## src/sv/single_wire_humidity_sensor_reader_core_defines.svh

```systemverilog
// ----------------------------------------------------------------------------
// Single-wire humidity sensor reader: assertion macros
// Shared assertion shorthands, clocked on clk_i and disabled in reset.
// ----------------------------------------------------------------------------
`ifndef SINGLE_WIRE_HUMIDITY_SENSOR_READER_CORE_DEFINES_SVH
`define SINGLE_WIRE_HUMIDITY_SENSOR_READER_CORE_DEFINES_SVH

// Property checked on every rising clock edge outside reset.
`define SWHSR_ASSERT(lbl, prop, msg) \
  lbl: assert property (@(posedge clk_i) disable iff (!rst_ni) (prop)) else $error(msg);

// Implication checked on every rising clock edge outside reset.
`define SWHSR_ASSERT_IMP(lbl, pre, post, msg) \
  lbl: assert property (@(posedge clk_i) disable iff (!rst_ni) (pre) |-> (post)) \
    else $error(msg);

`endif

```

## src/sv/swhsr_pkg.sv

```systemverilog
// ----------------------------------------------------------------------------
// Single-wire humidity sensor reader: package
// Phase encoding, register indexes and result record.
// ----------------------------------------------------------------------------
package swhsr_pkg;

  typedef enum logic [3:0] {
    PH_IDLE       = 4'd0,
    PH_START_LOW  = 4'd1,
    PH_START_HIGH = 4'd2,
    PH_RESP_LOW   = 4'd3,
    PH_SKIP_LOW   = 4'd4,
    PH_RESP_HIGH  = 4'd5,
    PH_SKIP_HIGH  = 4'd6,
    PH_BIT_LOW    = 4'd7,
    PH_BIT_HIGH   = 4'd8,
    PH_BIT_DELAY  = 4'd9
  } phase_e;

  localparam int unsigned CfgIdxW = 3;

  localparam logic [CfgIdxW-1:0] CFG_START_LOW    = 3'd0;
  localparam logic [CfgIdxW-1:0] CFG_RELEASE_HIGH = 3'd1;
  localparam logic [CfgIdxW-1:0] CFG_RESP_SKIP    = 3'd2;
  localparam logic [CfgIdxW-1:0] CFG_SAMPLE_DELAY = 3'd3;
  localparam logic [CfgIdxW-1:0] CFG_BYTE_COUNT   = 3'd4;

  localparam logic [2:0] LAST_BIT  = 3'd7;
  localparam logic [3:0] MAX_BYTES = 4'd8;

  typedef struct packed {
    logic       drive_enable;
    logic       drive_level;
    logic       byte_valid;
    logic [7:0] byte_value;
    logic [2:0] byte_index;
    logic       read_done;
    logic       busy_res;
  } result_t;

endpackage

```

## src/sv/single_wire_humidity_sensor_reader_core.sv

```systemverilog
// A tick request is accepted and its result sits in the output
// register on the next cycle.
// Throughput: one tick per cycle while the result channel is not stalled; the phase FSM update is a single pass.
// Reset (rst_ni low, async): phase idle, counters and shift byte cleared,
// registers back to 30000/30/80/30/5, output register empty.
// ----------------------------------------------------------------------------
// Single-wire humidity sensor reader core
// Bus master for a single-wire temperature/humidity sensor, stepped once per
// 1 us tick request carrying a start flag and the sampled line level.
// ----------------------------------------------------------------------------
`include "single_wire_humidity_sensor_reader_core_defines.svh"

module single_wire_humidity_sensor_reader_core (
  input  logic       clk_i,
  input  logic       rst_ni,
  // tick request channel
  input  logic       in_valid_i,
  output logic       in_ready_o,
  input  logic       start_request_i,
  input  logic       bus_level_i,
  // result channel
  output logic       out_valid_o,
  input  logic       out_ready_i,
  output logic       drive_enable_o,
  output logic       drive_level_o,
  output logic       byte_valid_o,
  output logic [7:0] byte_value_o,
  output logic [2:0] byte_index_o,
  output logic       read_done_o,
  output logic       busy_res_o,
  // register write channel
  input  logic       cfg_valid_i,
  output logic       cfg_ready_o,
  input  logic [2:0] cfg_index_i,
  input  logic [15:0] cfg_data_i
);

  // --------------------------------------------------------------------------
  // Configuration registers
  // --------------------------------------------------------------------------
  logic [15:0] start_low_q;
  logic [7:0]  release_high_q;
  logic [7:0]  resp_skip_q;
  logic [7:0]  sample_delay_q;
  logic [3:0]  byte_count_q;

  assign cfg_ready_o = 1'b1;

  always_ff @(posedge clk_i or negedge rst_ni) begin
    if (!rst_ni) begin
      start_low_q    <= 16'd30000;
      release_high_q <= 8'd30;
      resp_skip_q    <= 8'd80;
      sample_delay_q <= 8'd30;
      byte_count_q   <= 4'd5;
    end else if (cfg_valid_i && cfg_ready_o) begin
      unique case (cfg_index_i)
        swhsr_pkg::CFG_START_LOW:    start_low_q    <= cfg_data_i;
        swhsr_pkg::CFG_RELEASE_HIGH: release_high_q <= cfg_data_i[7:0];
        swhsr_pkg::CFG_RESP_SKIP:    resp_skip_q    <= cfg_data_i[7:0];
        swhsr_pkg::CFG_SAMPLE_DELAY: sample_delay_q <= cfg_data_i[7:0];
        swhsr_pkg::CFG_BYTE_COUNT:   byte_count_q   <= cfg_data_i[3:0];
        default: ;  // unmapped index: write dropped
      endcase
    end
  end

  // Bytes per read, clamped to 1..8.
  logic [3:0] bytes_per_read;
  always_comb begin
    if (byte_count_q == 4'd0) begin
      bytes_per_read = 4'd1;
    end else if (byte_count_q > swhsr_pkg::MAX_BYTES) begin
      bytes_per_read = swhsr_pkg::MAX_BYTES;
    end else begin
      bytes_per_read = byte_count_q;
    end
  end

  // --------------------------------------------------------------------------
  // Handshake: the output register frees up when it is empty or being taken,
  // so a stalled result only blocks the next tick, never the current one.
  // --------------------------------------------------------------------------
  logic out_valid_q;
  logic in_fire;

  assign in_ready_o = !out_valid_q || out_ready_i;
  assign in_fire    = in_valid_i && in_ready_o;

  // --------------------------------------------------------------------------
  // Phase FSM state
  // --------------------------------------------------------------------------
  swhsr_pkg::phase_e phase_q, phase_d;
  logic [15:0] timer_q, timer_d;
  logic [2:0]  bit_pos_q, bit_pos_d;
  logic [2:0]  byte_pos_q, byte_pos_d;
  logic [7:0]  shift_q, shift_d;

  always_ff @(posedge clk_i or negedge rst_ni) begin
    if (!rst_ni) begin
      phase_q    <= swhsr_pkg::PH_IDLE;
      timer_q    <= 16'd0;
      bit_pos_q  <= 3'd0;
      byte_pos_q <= 3'd0;
      shift_q    <= 8'd0;
    end else if (in_fire) begin
      phase_q    <= phase_d;
      timer_q    <= timer_d;
      bit_pos_q  <= bit_pos_d;
      byte_pos_q <= byte_pos_d;
      shift_q    <= shift_d;
    end
  end

  // One shared timer compare: the limit is picked by the current phase.
  // A timed phase of N ticks ends on the N-th tick after entry; zero acts
  // like one since the incremented count is compared.
  logic [15:0] timer_inc;
  logic [15:0] timer_limit;
  logic        timer_hit;
  logic [7:0]  shift_next;
  logic        last_byte;

  assign timer_inc  = timer_q + 16'd1;
  assign timer_hit  = (timer_inc >= timer_limit);
  assign shift_next = {shift_q[6:0], bus_level_i};
  assign last_byte  = ({1'b0, byte_pos_q} + 4'd1) >= bytes_per_read;

  always_comb begin
    unique case (phase_q)
      swhsr_pkg::PH_START_LOW:  timer_limit = start_low_q;
      swhsr_pkg::PH_START_HIGH: timer_limit = {8'd0, release_high_q};
      swhsr_pkg::PH_SKIP_LOW,
      swhsr_pkg::PH_SKIP_HIGH:  timer_limit = {8'd0, resp_skip_q};
      swhsr_pkg::PH_BIT_DELAY:  timer_limit = {8'd0, sample_delay_q};
      default:                  timer_limit = 16'd0;
    endcase
  end

  swhsr_pkg::result_t res_d;

  always_comb begin
    phase_d    = phase_q;
    timer_d    = timer_q;
    bit_pos_d  = bit_pos_q;
    byte_pos_d = byte_pos_q;
    shift_d    = shift_q;

    res_d            = '0;

    unique case (phase_q)
      swhsr_pkg::PH_START_LOW: begin
        timer_d = timer_inc;
        if (timer_hit) begin
          phase_d = swhsr_pkg::PH_START_HIGH;
          timer_d = 16'd0;
        end
      end
      swhsr_pkg::PH_START_HIGH: begin
        timer_d = timer_inc;
        if (timer_hit) begin
          phase_d = swhsr_pkg::PH_RESP_LOW;
          timer_d = 16'd0;
        end
      end
      swhsr_pkg::PH_RESP_LOW: begin
        if (!bus_level_i) begin
          phase_d = swhsr_pkg::PH_SKIP_LOW;
          timer_d = 16'd0;
        end
      end
      swhsr_pkg::PH_SKIP_LOW: begin
        timer_d = timer_inc;
        if (timer_hit) begin
          phase_d = swhsr_pkg::PH_RESP_HIGH;
          timer_d = 16'd0;
        end
      end
      swhsr_pkg::PH_RESP_HIGH: begin
        if (bus_level_i) begin
          phase_d = swhsr_pkg::PH_SKIP_HIGH;
          timer_d = 16'd0;
        end
      end
      swhsr_pkg::PH_SKIP_HIGH: begin
        timer_d = timer_inc;
        if (timer_hit) begin
          phase_d = swhsr_pkg::PH_BIT_LOW;
          timer_d = 16'd0;
        end
      end
      swhsr_pkg::PH_BIT_LOW: begin
        if (!bus_level_i) begin
          phase_d = swhsr_pkg::PH_BIT_HIGH;
          timer_d = 16'd0;
        end
      end
      swhsr_pkg::PH_BIT_HIGH: begin
        if (bus_level_i) begin
          phase_d = swhsr_pkg::PH_BIT_DELAY;
          timer_d = 16'd0;
        end
      end
      swhsr_pkg::PH_BIT_DELAY: begin
        timer_d = timer_inc;
        if (timer_hit) begin
          timer_d = 16'd0;
          if (bit_pos_q >= swhsr_pkg::LAST_BIT) begin
            // Byte complete: emit it, then either next byte or back to idle.
            res_d.byte_valid = 1'b1;
            res_d.byte_value = shift_next;
            res_d.byte_index = byte_pos_q;
            bit_pos_d        = 3'd0;
            shift_d          = 8'd0;
            if (last_byte) begin
              res_d.read_done = 1'b1;
              phase_d         = swhsr_pkg::PH_IDLE;
            end else begin
              byte_pos_d = byte_pos_q + 3'd1;
              phase_d    = swhsr_pkg::PH_BIT_LOW;
            end
          end else begin
            shift_d   = shift_next;
            bit_pos_d = bit_pos_q + 3'd1;
            phase_d   = swhsr_pkg::PH_BIT_LOW;
          end
        end
      end
      default: begin
        // Idle (and any stray code): wait for a start.
        phase_d = swhsr_pkg::PH_IDLE;
        if (start_request_i) begin
          bit_pos_d  = 3'd0;
          byte_pos_d = 3'd0;
          shift_d    = 8'd0;
          phase_d    = swhsr_pkg::PH_START_LOW;
          timer_d    = 16'd0;
        end
      end
    endcase

    // Line control follows the phase after this tick's update.
    unique case (phase_d)
      swhsr_pkg::PH_IDLE: begin
        res_d.drive_enable = 1'b1;
        res_d.drive_level  = 1'b1;
        res_d.busy_res     = 1'b0;
      end
      swhsr_pkg::PH_START_LOW: begin
        res_d.drive_enable = 1'b1;
        res_d.drive_level  = 1'b0;
        res_d.busy_res     = 1'b1;
      end
      swhsr_pkg::PH_START_HIGH: begin
        res_d.drive_enable = 1'b1;
        res_d.drive_level  = 1'b1;
        res_d.busy_res     = 1'b1;
      end
      default: begin
        res_d.drive_enable = 1'b0;
        res_d.drive_level  = 1'b0;
        res_d.busy_res     = 1'b1;
      end
    endcase
  end

  // --------------------------------------------------------------------------
  // Output register
  // --------------------------------------------------------------------------
  swhsr_pkg::result_t res_q;

  always_ff @(posedge clk_i or negedge rst_ni) begin
    if (!rst_ni) begin
      out_valid_q <= 1'b0;
    end else begin
      out_valid_q <= in_fire || (out_valid_q && !out_ready_i);
    end
  end

  always_ff @(posedge clk_i) begin
    if (in_fire) begin
      res_q <= res_d;
    end
  end

  assign out_valid_o    = out_valid_q;
  assign drive_enable_o = res_q.drive_enable;
  assign drive_level_o  = res_q.drive_level;
  assign byte_valid_o   = res_q.byte_valid;
  assign byte_value_o   = res_q.byte_value;
  assign byte_index_o   = res_q.byte_index;
  assign read_done_o    = res_q.read_done;
  assign busy_res_o     = res_q.busy_res;

  // --------------------------------------------------------------------------
  // Assertions
  // --------------------------------------------------------------------------
  `SWHSR_ASSERT_IMP(a_done_has_byte, out_valid_q && res_q.read_done,
    res_q.byte_valid && !res_q.busy_res, "read_done without a final byte")
  `SWHSR_ASSERT_IMP(a_release_busy, out_valid_q && !res_q.drive_enable,
    res_q.busy_res, "line released while not busy")
  `SWHSR_ASSERT_IMP(a_stall_blocks, out_valid_q && !out_ready_i,
    !in_ready_o, "tick taken while result stalled")
  `SWHSR_ASSERT_IMP(a_idle_clean, phase_q == swhsr_pkg::PH_IDLE,
    bit_pos_q == 3'd0 && shift_q == 8'd0, "idle with partial byte")
  `SWHSR_ASSERT_IMP(a_hold_state, !$past(in_fire),
    $stable(phase_q) && $stable(timer_q), "state moved without a tick")

endmodule
```

## config.mk

```make
export PLATFORM = sky130hd
export DESIGN_NAME = single_wire_humidity_sensor_reader_core
export DESIGN_NICKNAME = d
export VERILOG_FILES = /design/src/sv/swhsr_pkg.sv /design/src/sv/single_wire_humidity_sensor_reader_core.sv
export VERILOG_INCLUDE_DIRS = /design/src /design/src/sv
export SDC_FILE = /design/constraint.sdc
export NUM_CORES = 1
export LEC_CHECK = 0
export ABC_CLOCK_PERIOD_IN_PS = 11500
export BUFFER_PORTS_ARGS = -buffer_cell sky130_fd_sc_hd__buf_2
export CORE_AREA = 10 10 79 132
export CTS_CLUSTER_SIZE = 8
export DETAILED_ROUTE_END_ITERATION = 10
export DIE_AREA = 0 0 89 142
export GPL_TIMING_DRIVEN = 0
export PLACE_DENSITY = 0.91
export SETUP_SLACK_MARGIN = 0.05
export SLEW_MARGIN = 20
export SYNTH_ARGS = -nofsm -noshare
export SYNTH_HDL_FRONTEND = slang
export SYNTH_SLANG_ARGS = --single-unit
```

## constraint.sdc

```tcl
create_clock -name clk_i -period 11.5 [get_ports clk_i]
set_input_delay 2.3 -clock clk_i [delete_from_list [all_inputs] [get_ports clk_i]]
set_output_delay 2.3 -clock clk_i [all_outputs]
set_load 0.005 [all_outputs]
```

==> impl_results.md, run 1 <==
* Status: finished clean
* Post-CTS sizing at 0
* Reg power frac at 0.415
* Avg WL per Cell at 18.66 µm
* Met3 Usage GRT at 0.04358
* Asr flop ratio synth at 0.8298
* Die Wd at 89 µm
* CTS Buffer Depth at 2
* Clock Skew at 0.008941 ns
* Die area at 12640 µm²
* Yosys warning total at 0
* Tightest Hold Check Type: reg -> reg
* Placer Congestion at 0.9437
* Latest clock arrival within the worst-skew pair at 0.35 ns
* First drt pass iteration count at 5
* Syn nets at 549
* Layout cells sized above 1 at 0.2433
* Leak at 2.476 nW
* Post-route ant nets at 0
* Critical path class: in -> out
* Switch share at 0.3522
* Initial antenna violation count at 0
* Cell internal pwr at 0.7159 mW
* Clk network pwr share at 0.244
* Vias in the first global route at 4257
* Tot GR Track Use at 0.2028
* Initial Util at 0.6327
* Vias at 4154
* Largest net degree at the start of global routing at 61
* Most numerous cell in the Yosys netlist: dfrtp_1
* Cell count after synthesis at 499
* Final hold vios at 0
* CTS root buf: clkbuf_16
* # hold bufs at CTS at 0
* Synth top area share at 0.2845
* Area after DPL at 5550 µm²
* Cell taking the most area after synthesis: dfrtp_1
* Post-synth EDFFs at 16
* Post-DP HPWL at 8979 µm
* Max-slew headroom at 0.2519
* Global-route wire length before repair at 20130 µm
* Antenna fix cells at 0
* Fin nets at 604
* Cell Area, Synth at 5190 µm²
* Peak supply drop at 137.1 µV
* WP data arrival at 2.72 ns
* Unrepaired setup endpoints after global routing: false
* CP startpoint kind: input port
* Rows at 44
* Finished Core Util at 0.7091
* Synth cell count leaders: dfrtp_1 (59), mux2_2 (43), nand2_1 (43)
* Fin Hold WS at 0.5116 ns
* I/O Buffers at 43
* Achievable Freq at 199.0 MHz
* Total Neg Setup Slack at 0 ns
* M1 GR Usage at 0.2087
* Worst Setup End Kind: primary output
* DRC errors left at 0
* Worst-Margin Slew at 1.120 ns
* Final Cell Area at 5817 µm²
* Combinational share of power at 0.341
* Non-Filler Instances at 651
* Inst Count DP at 635
* CTS clk-pin slew, worst paths at 0.06 ns
* Pins over their slew limit at 0
* Via-to-Cell Ratio at 6.381
* Register area share after synthesis at 0.4732
* Top Ports at 45
* Worst EP required at 9.20 ns
* Syn avg cell area at 10.40 µm²
* Core region area at 8203 µm²
* Unique masters post-synth at 59
* Max-cap violations at 0
* CTS sink count at 94
* Cts bufs inserted at 9
* Die span in y at 142 µm
* P&R area growth vs syn at 12.08%
* Final period util at 0.4369
* Initial detailed-routing violation count at 300
* Top_reg_cell synth: dfrtp_1
* Total wire length at 12150 µm
* P per Cell Area at 190.0 nW/µm²
* CTS tree: done
* Met2 usage at 0.3584
* Crit Path Max Fanout at 4
* Fin crit period at 5.024 ns
* Psw at 0.3893 mW
* Final setup vio count at 0
* Gr busiest metal: met2
* Grt ovf at 0
* # H-tree levels at 3
* Register bit count reported by yosys at 94
* Post-CTS setup buffer count at 0
* Synth top area cells: dfrtp_1 (28%), dfstp_2 (9.6%), mux2_2 (9.3%)
-- final cells by class --
type | instances | area (µm²)
Sequential cell | 94 | 2456
Multi-Input combinational cell | 362 | 2541
Buffer | 25 | 125.1
Timing Repair Buffer | 44 | 245.2
Fill cell | 543 | 2386
Clock buffer | 9 | 225.2
Tap cell | 92 | 115.1
Clock inverter | 7 | 41.29
Inverter | 18 | 67.56
-- worst paths after layout --
check / start / endpoint / slack (ns) / depth (start not counted)
hold reg to reg: release_high_q[6]$_DFFE_PN0P_ / release_high_q[6]$_DFFE_PN0P_ / 0.51 / 1
hold / removal: release_high_q[6]$_DFFE_PN0P_ / release_high_q[6]$_DFFE_PN0P_ / 0.51 / 1
setup / recovery: out_ready_i / in_ready_o / 6.48 / 3
max in group asynchronous: rst_ni / release_high_q[3]$_DFFE_PN1P_ / 9.06 / 2
min in group asynchronous: rst_ni / out_valid_o$_DFF_PN0_ / 1.82 / 1
setup reg to reg: timer_q[0]$_DFFE_PN0P_ / shift_q[6]$_DFFE_PN0P_ / 6.94 / 16
-- logic make-up (layout without fill, tap and decap cells) --
kind of cell / count (synthesis) / in the layout / share of synthesized area
adders and majority gates: 24 / 24 / 0.05786
DFF: 94 / 94 / 0.4732
other: 1 / 1 / 0.0007225
muxes: 53 / 53 / 0.1128
AOI/OAI and AO/OA: 114 / 114 / 0.1502
and+or+nand+nor: 155 / 155 / 0.1427
buffers and inverters: 43 / 103 / 0.03713
xor gates and xnor gates: 15 / 15 / 0.02531
-- critical path, cell delays in order --
cell and delay, ns:
buf_2 0.09, nand2b_1 0.18, buf_2 0.15
-- cell usage in the layout, fill, tap and decap left out, types with 3 or more instances in the layout --
cell | netlist | layout
xnor2_1 | 11 | 11
nand2_1 | 43 | 43
nand3_1 | 17 | 17
o21bai_1 | 4 | 4
edfxtp_1 | 16 | 16
clkbuf_16 | 0 | 9
dfrtp_1 | 59 | 59
inv_1 | 18 | 18
o21ai_1 | 3 | 3
nor2_1 | 39 | 39
a21o_1 | 7 | 7
mux2_2 | 43 | 43
a22oi_1 | 8 | 8
clkbuf_1 | 15 | 15
nor3_1 | 18 | 18
o21ai_0 | 16 | 16
a21oi_1 | 26 | 26
o211ai_1 | 3 | 3
o21a_1 | 5 | 5
or4_1 | 3 | 3
nor2b_1 | 5 | 5
a31oi_1 | 13 | 13
buf_2 | 4 | 46
and3_1 | 5 | 5
xor2_1 | 4 | 4
nand2b_1 | 5 | 5
ha_1 | 24 | 24
a22o_1 | 12 | 12
dfstp_2 | 19 | 19
mux2i_1 | 9 | 9
buf_6 | 3 | 3
nand4_1 | 6 | 6
-- state kept, by name, summed over array words and instances (netlist names) --
name	cells
release_high_q	8
resp_skip_q	8
busy_res_o	1
phase_q	4
sample_delay_q	8
drive_level_o	1
out_valid_o	1
byte_index_o	3
byte_pos_q	3
timer_q	16
byte_valid_o	1
drive_enable_o	1
byte_value_o	8
bit_pos_q	3
byte_count_q	4
shift_q	7
read_done_o	1
start_low_q	16
-- metrics by stage --
stage	setup WS [ns]	total power, mW
detailed placement	6.471	0.8300
CTS	6.472	1.103
finish	6.476	1.105
global route	6.458	1.167
global placement	6.471	0.8026
floorplan	6.731	0.7261
-- layer usage --
metal / share of wire / vias to the layer above
met5: 0 / -
met2: 0.54 / 147
met3: 0.043 / 53
met1: 0.37 / 2020
met4: 0.048 / 0
li1: - / 1934
-- power groups by stage --
stage                     logic [mW]  registers [mW]  clock network [mW]
after floorplan                0.276           0.450                   0
after global placement         0.346           0.457                   0
after detailed placement       0.368           0.462                   0
after CTS                      0.372           0.457               0.273
after global routing           0.416           0.465               0.286
final                          0.377           0.459               0.269
Power figures use the tool's default switching activity.
==> run 2, diff against run 1 <==
--- a/config.mk
+++ b/config.mk
@@ -6,14 +6,15 @@
 export SDC_FILE = /design/constraint.sdc
 export NUM_CORES = 1
 export LEC_CHECK = 0
-export ABC_CLOCK_PERIOD_IN_PS = 11500
+export ABC_AREA = 1
+export ABC_CLOCK_PERIOD_IN_PS = 4850
 export BUFFER_PORTS_ARGS = -buffer_cell sky130_fd_sc_hd__buf_2
-export CORE_AREA = 10 10 79 132
+export CORE_AREA = 10 10 80 134
 export CTS_CLUSTER_SIZE = 8
 export DETAILED_ROUTE_END_ITERATION = 10
-export DIE_AREA = 0 0 89 142
+export DIE_AREA = 0 0 90 144
 export GPL_TIMING_DRIVEN = 0
-export PLACE_DENSITY = 0.91
+export PLACE_DENSITY = 0.86
 export SETUP_SLACK_MARGIN = 0.05
 export SLEW_MARGIN = 20
 export SYNTH_ARGS = -nofsm -noshare
==> constraint.sdc (replaced) <==
create_clock -name clk_i -period 4.85 [get_ports clk_i]
set_input_delay 0.97 -clock clk_i [delete_from_list [all_inputs] [get_ports clk_i]]
set_output_delay 0.97 -clock clk_i [all_outputs]
set_load 0.005 [all_outputs]
==> run 2 against run 1 <==
  * Setup slack worse by 5.1 ns
  * Register-to-register slack worse by 5.6 ns
  * Core utilization shrank 4.1 points
  * Non-clock buffer count fell by 11
  * Routed wire length fell by 11%
  * Sequential share of layout area increased by 0.99 points
  * Largest cell class is now flip-flops and latches
  * Critical endpoint is now byte_value_o[0]$_SDFFCE_PN0P_
  * Count of clock-buffer cells in the layout is the same
==> impl_results.md, run 2 <==
* Core region area at 8502 µm² (was 8203 µm²)
* Largest net degree at the start of global routing at 53 (was 61)
* Post-route ant nets at 0 (unchanged)
* Post-CTS sizing at 0 (unchanged)
* Syn avg cell area at 9.173 µm² (was 10.40 µm²)
* Die Wd at 90 µm (was 89 µm)
* Max-cap violations at 0 (unchanged)
* CP startpoint kind: flip-flop (was input port)
* Vias at 3978 (was 4154)
* Hold Path Stages at 2 (was 1)
* DRC errors left at 0 (unchanged)
* Synth cell count leaders: nand2_1 (124), inv_1 (68), dfrtp_1 (59) (was dfrtp_1 (59), mux2_2 (43), nand2_1 (43))
* Fin Hold WS at 0.4920 ns (was 0.5116 ns)
* Commonest non-fill, non-tap cell in the layout: nand2_1 (was dfrtp_1)
* Top Ports at 45 (unchanged)
* WP data arrival at 3.61 ns (was 2.72 ns)
* P&R area growth vs syn at 14.12% (was 12.08%)
* CTS root buf: clkbuf_16 (unchanged)
* Worst Setup End Kind: flip-flop (was primary output)
* Vias in the first global route at 4074 (was 4257)
* Via-to-Cell Ratio at 5.525 (was 6.381)
* Yosys warning total at 0 (unchanged)
* Total power at 2.669 mW (was 1.105 mW)
* Leak at 2.767 nW (was 2.476 nW)
* Antenna fix cells at 0 (unchanged)
* R2r startpoint: timer_q[0]$_DFFE_PN0P_ (unchanged)
* Register area share after synthesis at 0.4931 (was 0.4732)
* Crit Path Max Fanout at 10 (was 4)
* Tot GR Track Use at 0.1746 (was 0.2028)
* Post-synth EDFFs at 16 (unchanged)
* CTS sink count at 94 (unchanged)
* Register bit count reported by yosys at 94 (unchanged)
* Final hold vios at 0 (unchanged)
* R2r setup slk at 1.35 ns (was 6.94 ns)
* Final period util at 0.7212
* Latest clock arrival within the worst-skew pair at 0.36 ns (was 0.35 ns)
* Syn nets at 593 (was 549)
* HP Start: release_high_q[4]$_DFFE_PN1P_ (was release_high_q[6]$_DFFE_PN0P_)
* # hold bufs at CTS at 0 (unchanged)
* Fin crit period at 3.498 ns
* Critical path class: reg -> reg (was in -> out)
* Fillers at 638 (was 543)
* Die area at 12960 µm² (was 12640 µm²)
* Initial detailed-routing violation count at 245 (was 300)
* Initial Util at 0.5859 (was 0.6327)
* Pins over their slew limit at 0 (unchanged)
* CP startpoint: timer_q[0]$_DFFE_PN0P_ (was out_ready_i)
* Total Neg Setup Slack at 0 ns (unchanged)
* I/O Buffers at 43 (unchanged)
* Area after DPL at 5373 µm² (was 5550 µm²)
* Layout cells sized above 1 at 0.2289 (was 0.2433)
* Initial antenna violation count at 0 (unchanged)
* Unique masters post-synth at 40 (was 59)
* Final Cell Area at 5684 µm² (was 5817 µm²)
* Regs by FF count: start_low_q x16, timer_q x16 (unchanged)
* Most frequent cells in the layout: nand2_1 (124), inv_1 (68), dfrtp_1 (59) (was dfrtp_1 (59), buf_2 (46), nand2_1 (43), mux2_2 (43), nor2_1 (39))
* Synth top area cells: dfrtp_1 (30%), dfstp_2 (10%), edfxtp_1 (9.6%) (was dfrtp_1 (28%), dfstp_2 (9.6%), mux2_2 (9.3%))
* Fin nets at 648 (was 604)
* Post-DP HPWL at 8169 µm (was 8979 µm)
* Worst EP required at 4.96 ns (was 9.20 ns)
* Peak supply drop at 261.2 µV (was 137.1 µV)
* P per Cell Area at 469.6 nW/µm² (was 190.0 nW/µm²)
* Rows at 45 (was 44)
* R2R depth at 18 (was 16)
* CTS clk-pin slew, worst paths at 0.07 ns (was 0.06 ns)
* Final setup vio count at 0 (unchanged)
* Die span in y at 144 µm (was 142 µm)
* Status: finished clean (unchanged)
* Top_reg_cell synth: dfrtp_1 (unchanged)
* Synth top area share at 0.2964 (was 0.2845)
* Achievable Freq at 285.9 MHz
* Max-slew headroom at 0.4949 (was 0.2519)
* Grt ovf at 0 (unchanged)
* Inst Count DP at 704 (was 635)
* CTS tree: done (unchanged)
* # H-tree levels at 3 (unchanged)
* Non-Filler Instances at 720 (was 651)
* Total wire length at 10850 µm (was 12150 µm)
* Asr flop ratio synth at 0.8298 (unchanged)
* Cell count after synthesis at 543 (was 499)
* Unrepaired setup endpoints after global routing: false (unchanged)
* Avg WL per Cell at 15.08 µm (was 18.66 µm)
* CTS Buffer Depth at 2 (unchanged)
* Placer Congestion at 0.9181 (was 0.9437)
* Global-route wire length before repair at 18400 µm (was 20130 µm)
* Post-CTS setup buffer count at 0 (unchanged)
* First drt pass iteration count at 5 (unchanged)
* Cts bufs inserted at 9 (unchanged)
* Most numerous cell in the Yosys netlist: nand2_1 (was dfrtp_1)
* Worst-Margin Slew at 0.7529 ns (was 1.120 ns)
* Cell taking the most area after synthesis: dfrtp_1 (unchanged)
* Cell Area, Synth at 4981 µm² (was 5190 µm²)
* Tightest Hold Check Type: reg -> reg (unchanged)
* Clock Skew at 0.01080 ns (was 0.008941 ns)
-- run 2: layer usage --
metal	share of wire	up-vias	global-route usage
li1	-	1909	-
met3	0.040	31	0.03633
met1	0.36	1929	0.1650
met5	0	-	0
met4	0.032	0	0.09680
met2	0.56	109	0.3402
-- run 2: kinds of logic after synthesis --
kind of cell,count (synthesis),synth area share
xor+xnor,13,0.02286
simple gates,211,0.1967
flops,94,0.4931
buf+inv,91,0.07611
fa+ha+maj,24,0.06029
other cells,1,0.0007529
mux,8,0.01809
compound gates,101,0.1321
-- run 2: final timing paths --
| check | endpoint |
|---|---|
| hold / removal | release_high_q[4]$_DFFE_PN1P_ |
| max in group asynchronous | start_low_q[5]$_DFFE_PN1P_ |
| hold reg to reg | release_high_q[4]$_DFFE_PN1P_ |
| setup / recovery | byte_value_o[0]$_SDFFCE_PN0P_ |
| setup reg to reg | byte_value_o[0]$_SDFFCE_PN0P_ |
| min in group asynchronous | timer_q[12]$_DFFE_PN0P_ |
-- run 2: stage by stage --
step                  util  setup slack (ns)
global placement    0.6284             1.456
finish              0.6686             1.352
CTS                 0.6686             1.337
floorplan                -             2.083
global route        0.6686             1.023
detailed placement  0.6319             1.419
-- run 2: worst max-delay path: stages, from the launching register on --
cell	delay [ns]
dfrtp_1	0.44
ha_1	0.21
nand3_1	0.14
nor3_2	0.25
nand2_1	0.15
nor2_1	0.16
nand4_1	0.13
xor2_1	0.23
inv_1	0.07
ha_1	0.29
nand4_1	0.13
a21oi_1	0.06
nor2_1	0.18
nand2_1	0.15
inv_1	0.19
nor2_1	0.07
nand2_1	0.10
buf_2	0.23
nor2_1	0.07
-- run 2: power by group --
| group | switching [mW] | internal, mW |
|---|---|---|
| combinational | 0.566 | 0.319 |
| sequential | 0.0721 | 0.971 |
| clock | 0.329 | 0.412 |
| total | 0.966 | 1.70 |
-- run 2: final cells by class --
class,instances,area [µm²],area share
inverter,77,291.5,0.05129
sequential,94,2456,0.4321
timing repair buffer,44,245.2,0.04314
clock buffer,9,225.2,0.03962
clock inverter,7,86.33,0.01519
multi-input combinational,358,2146,0.3775
tap,117,146.4,0.02575
buffer,14,87.58,0.01541
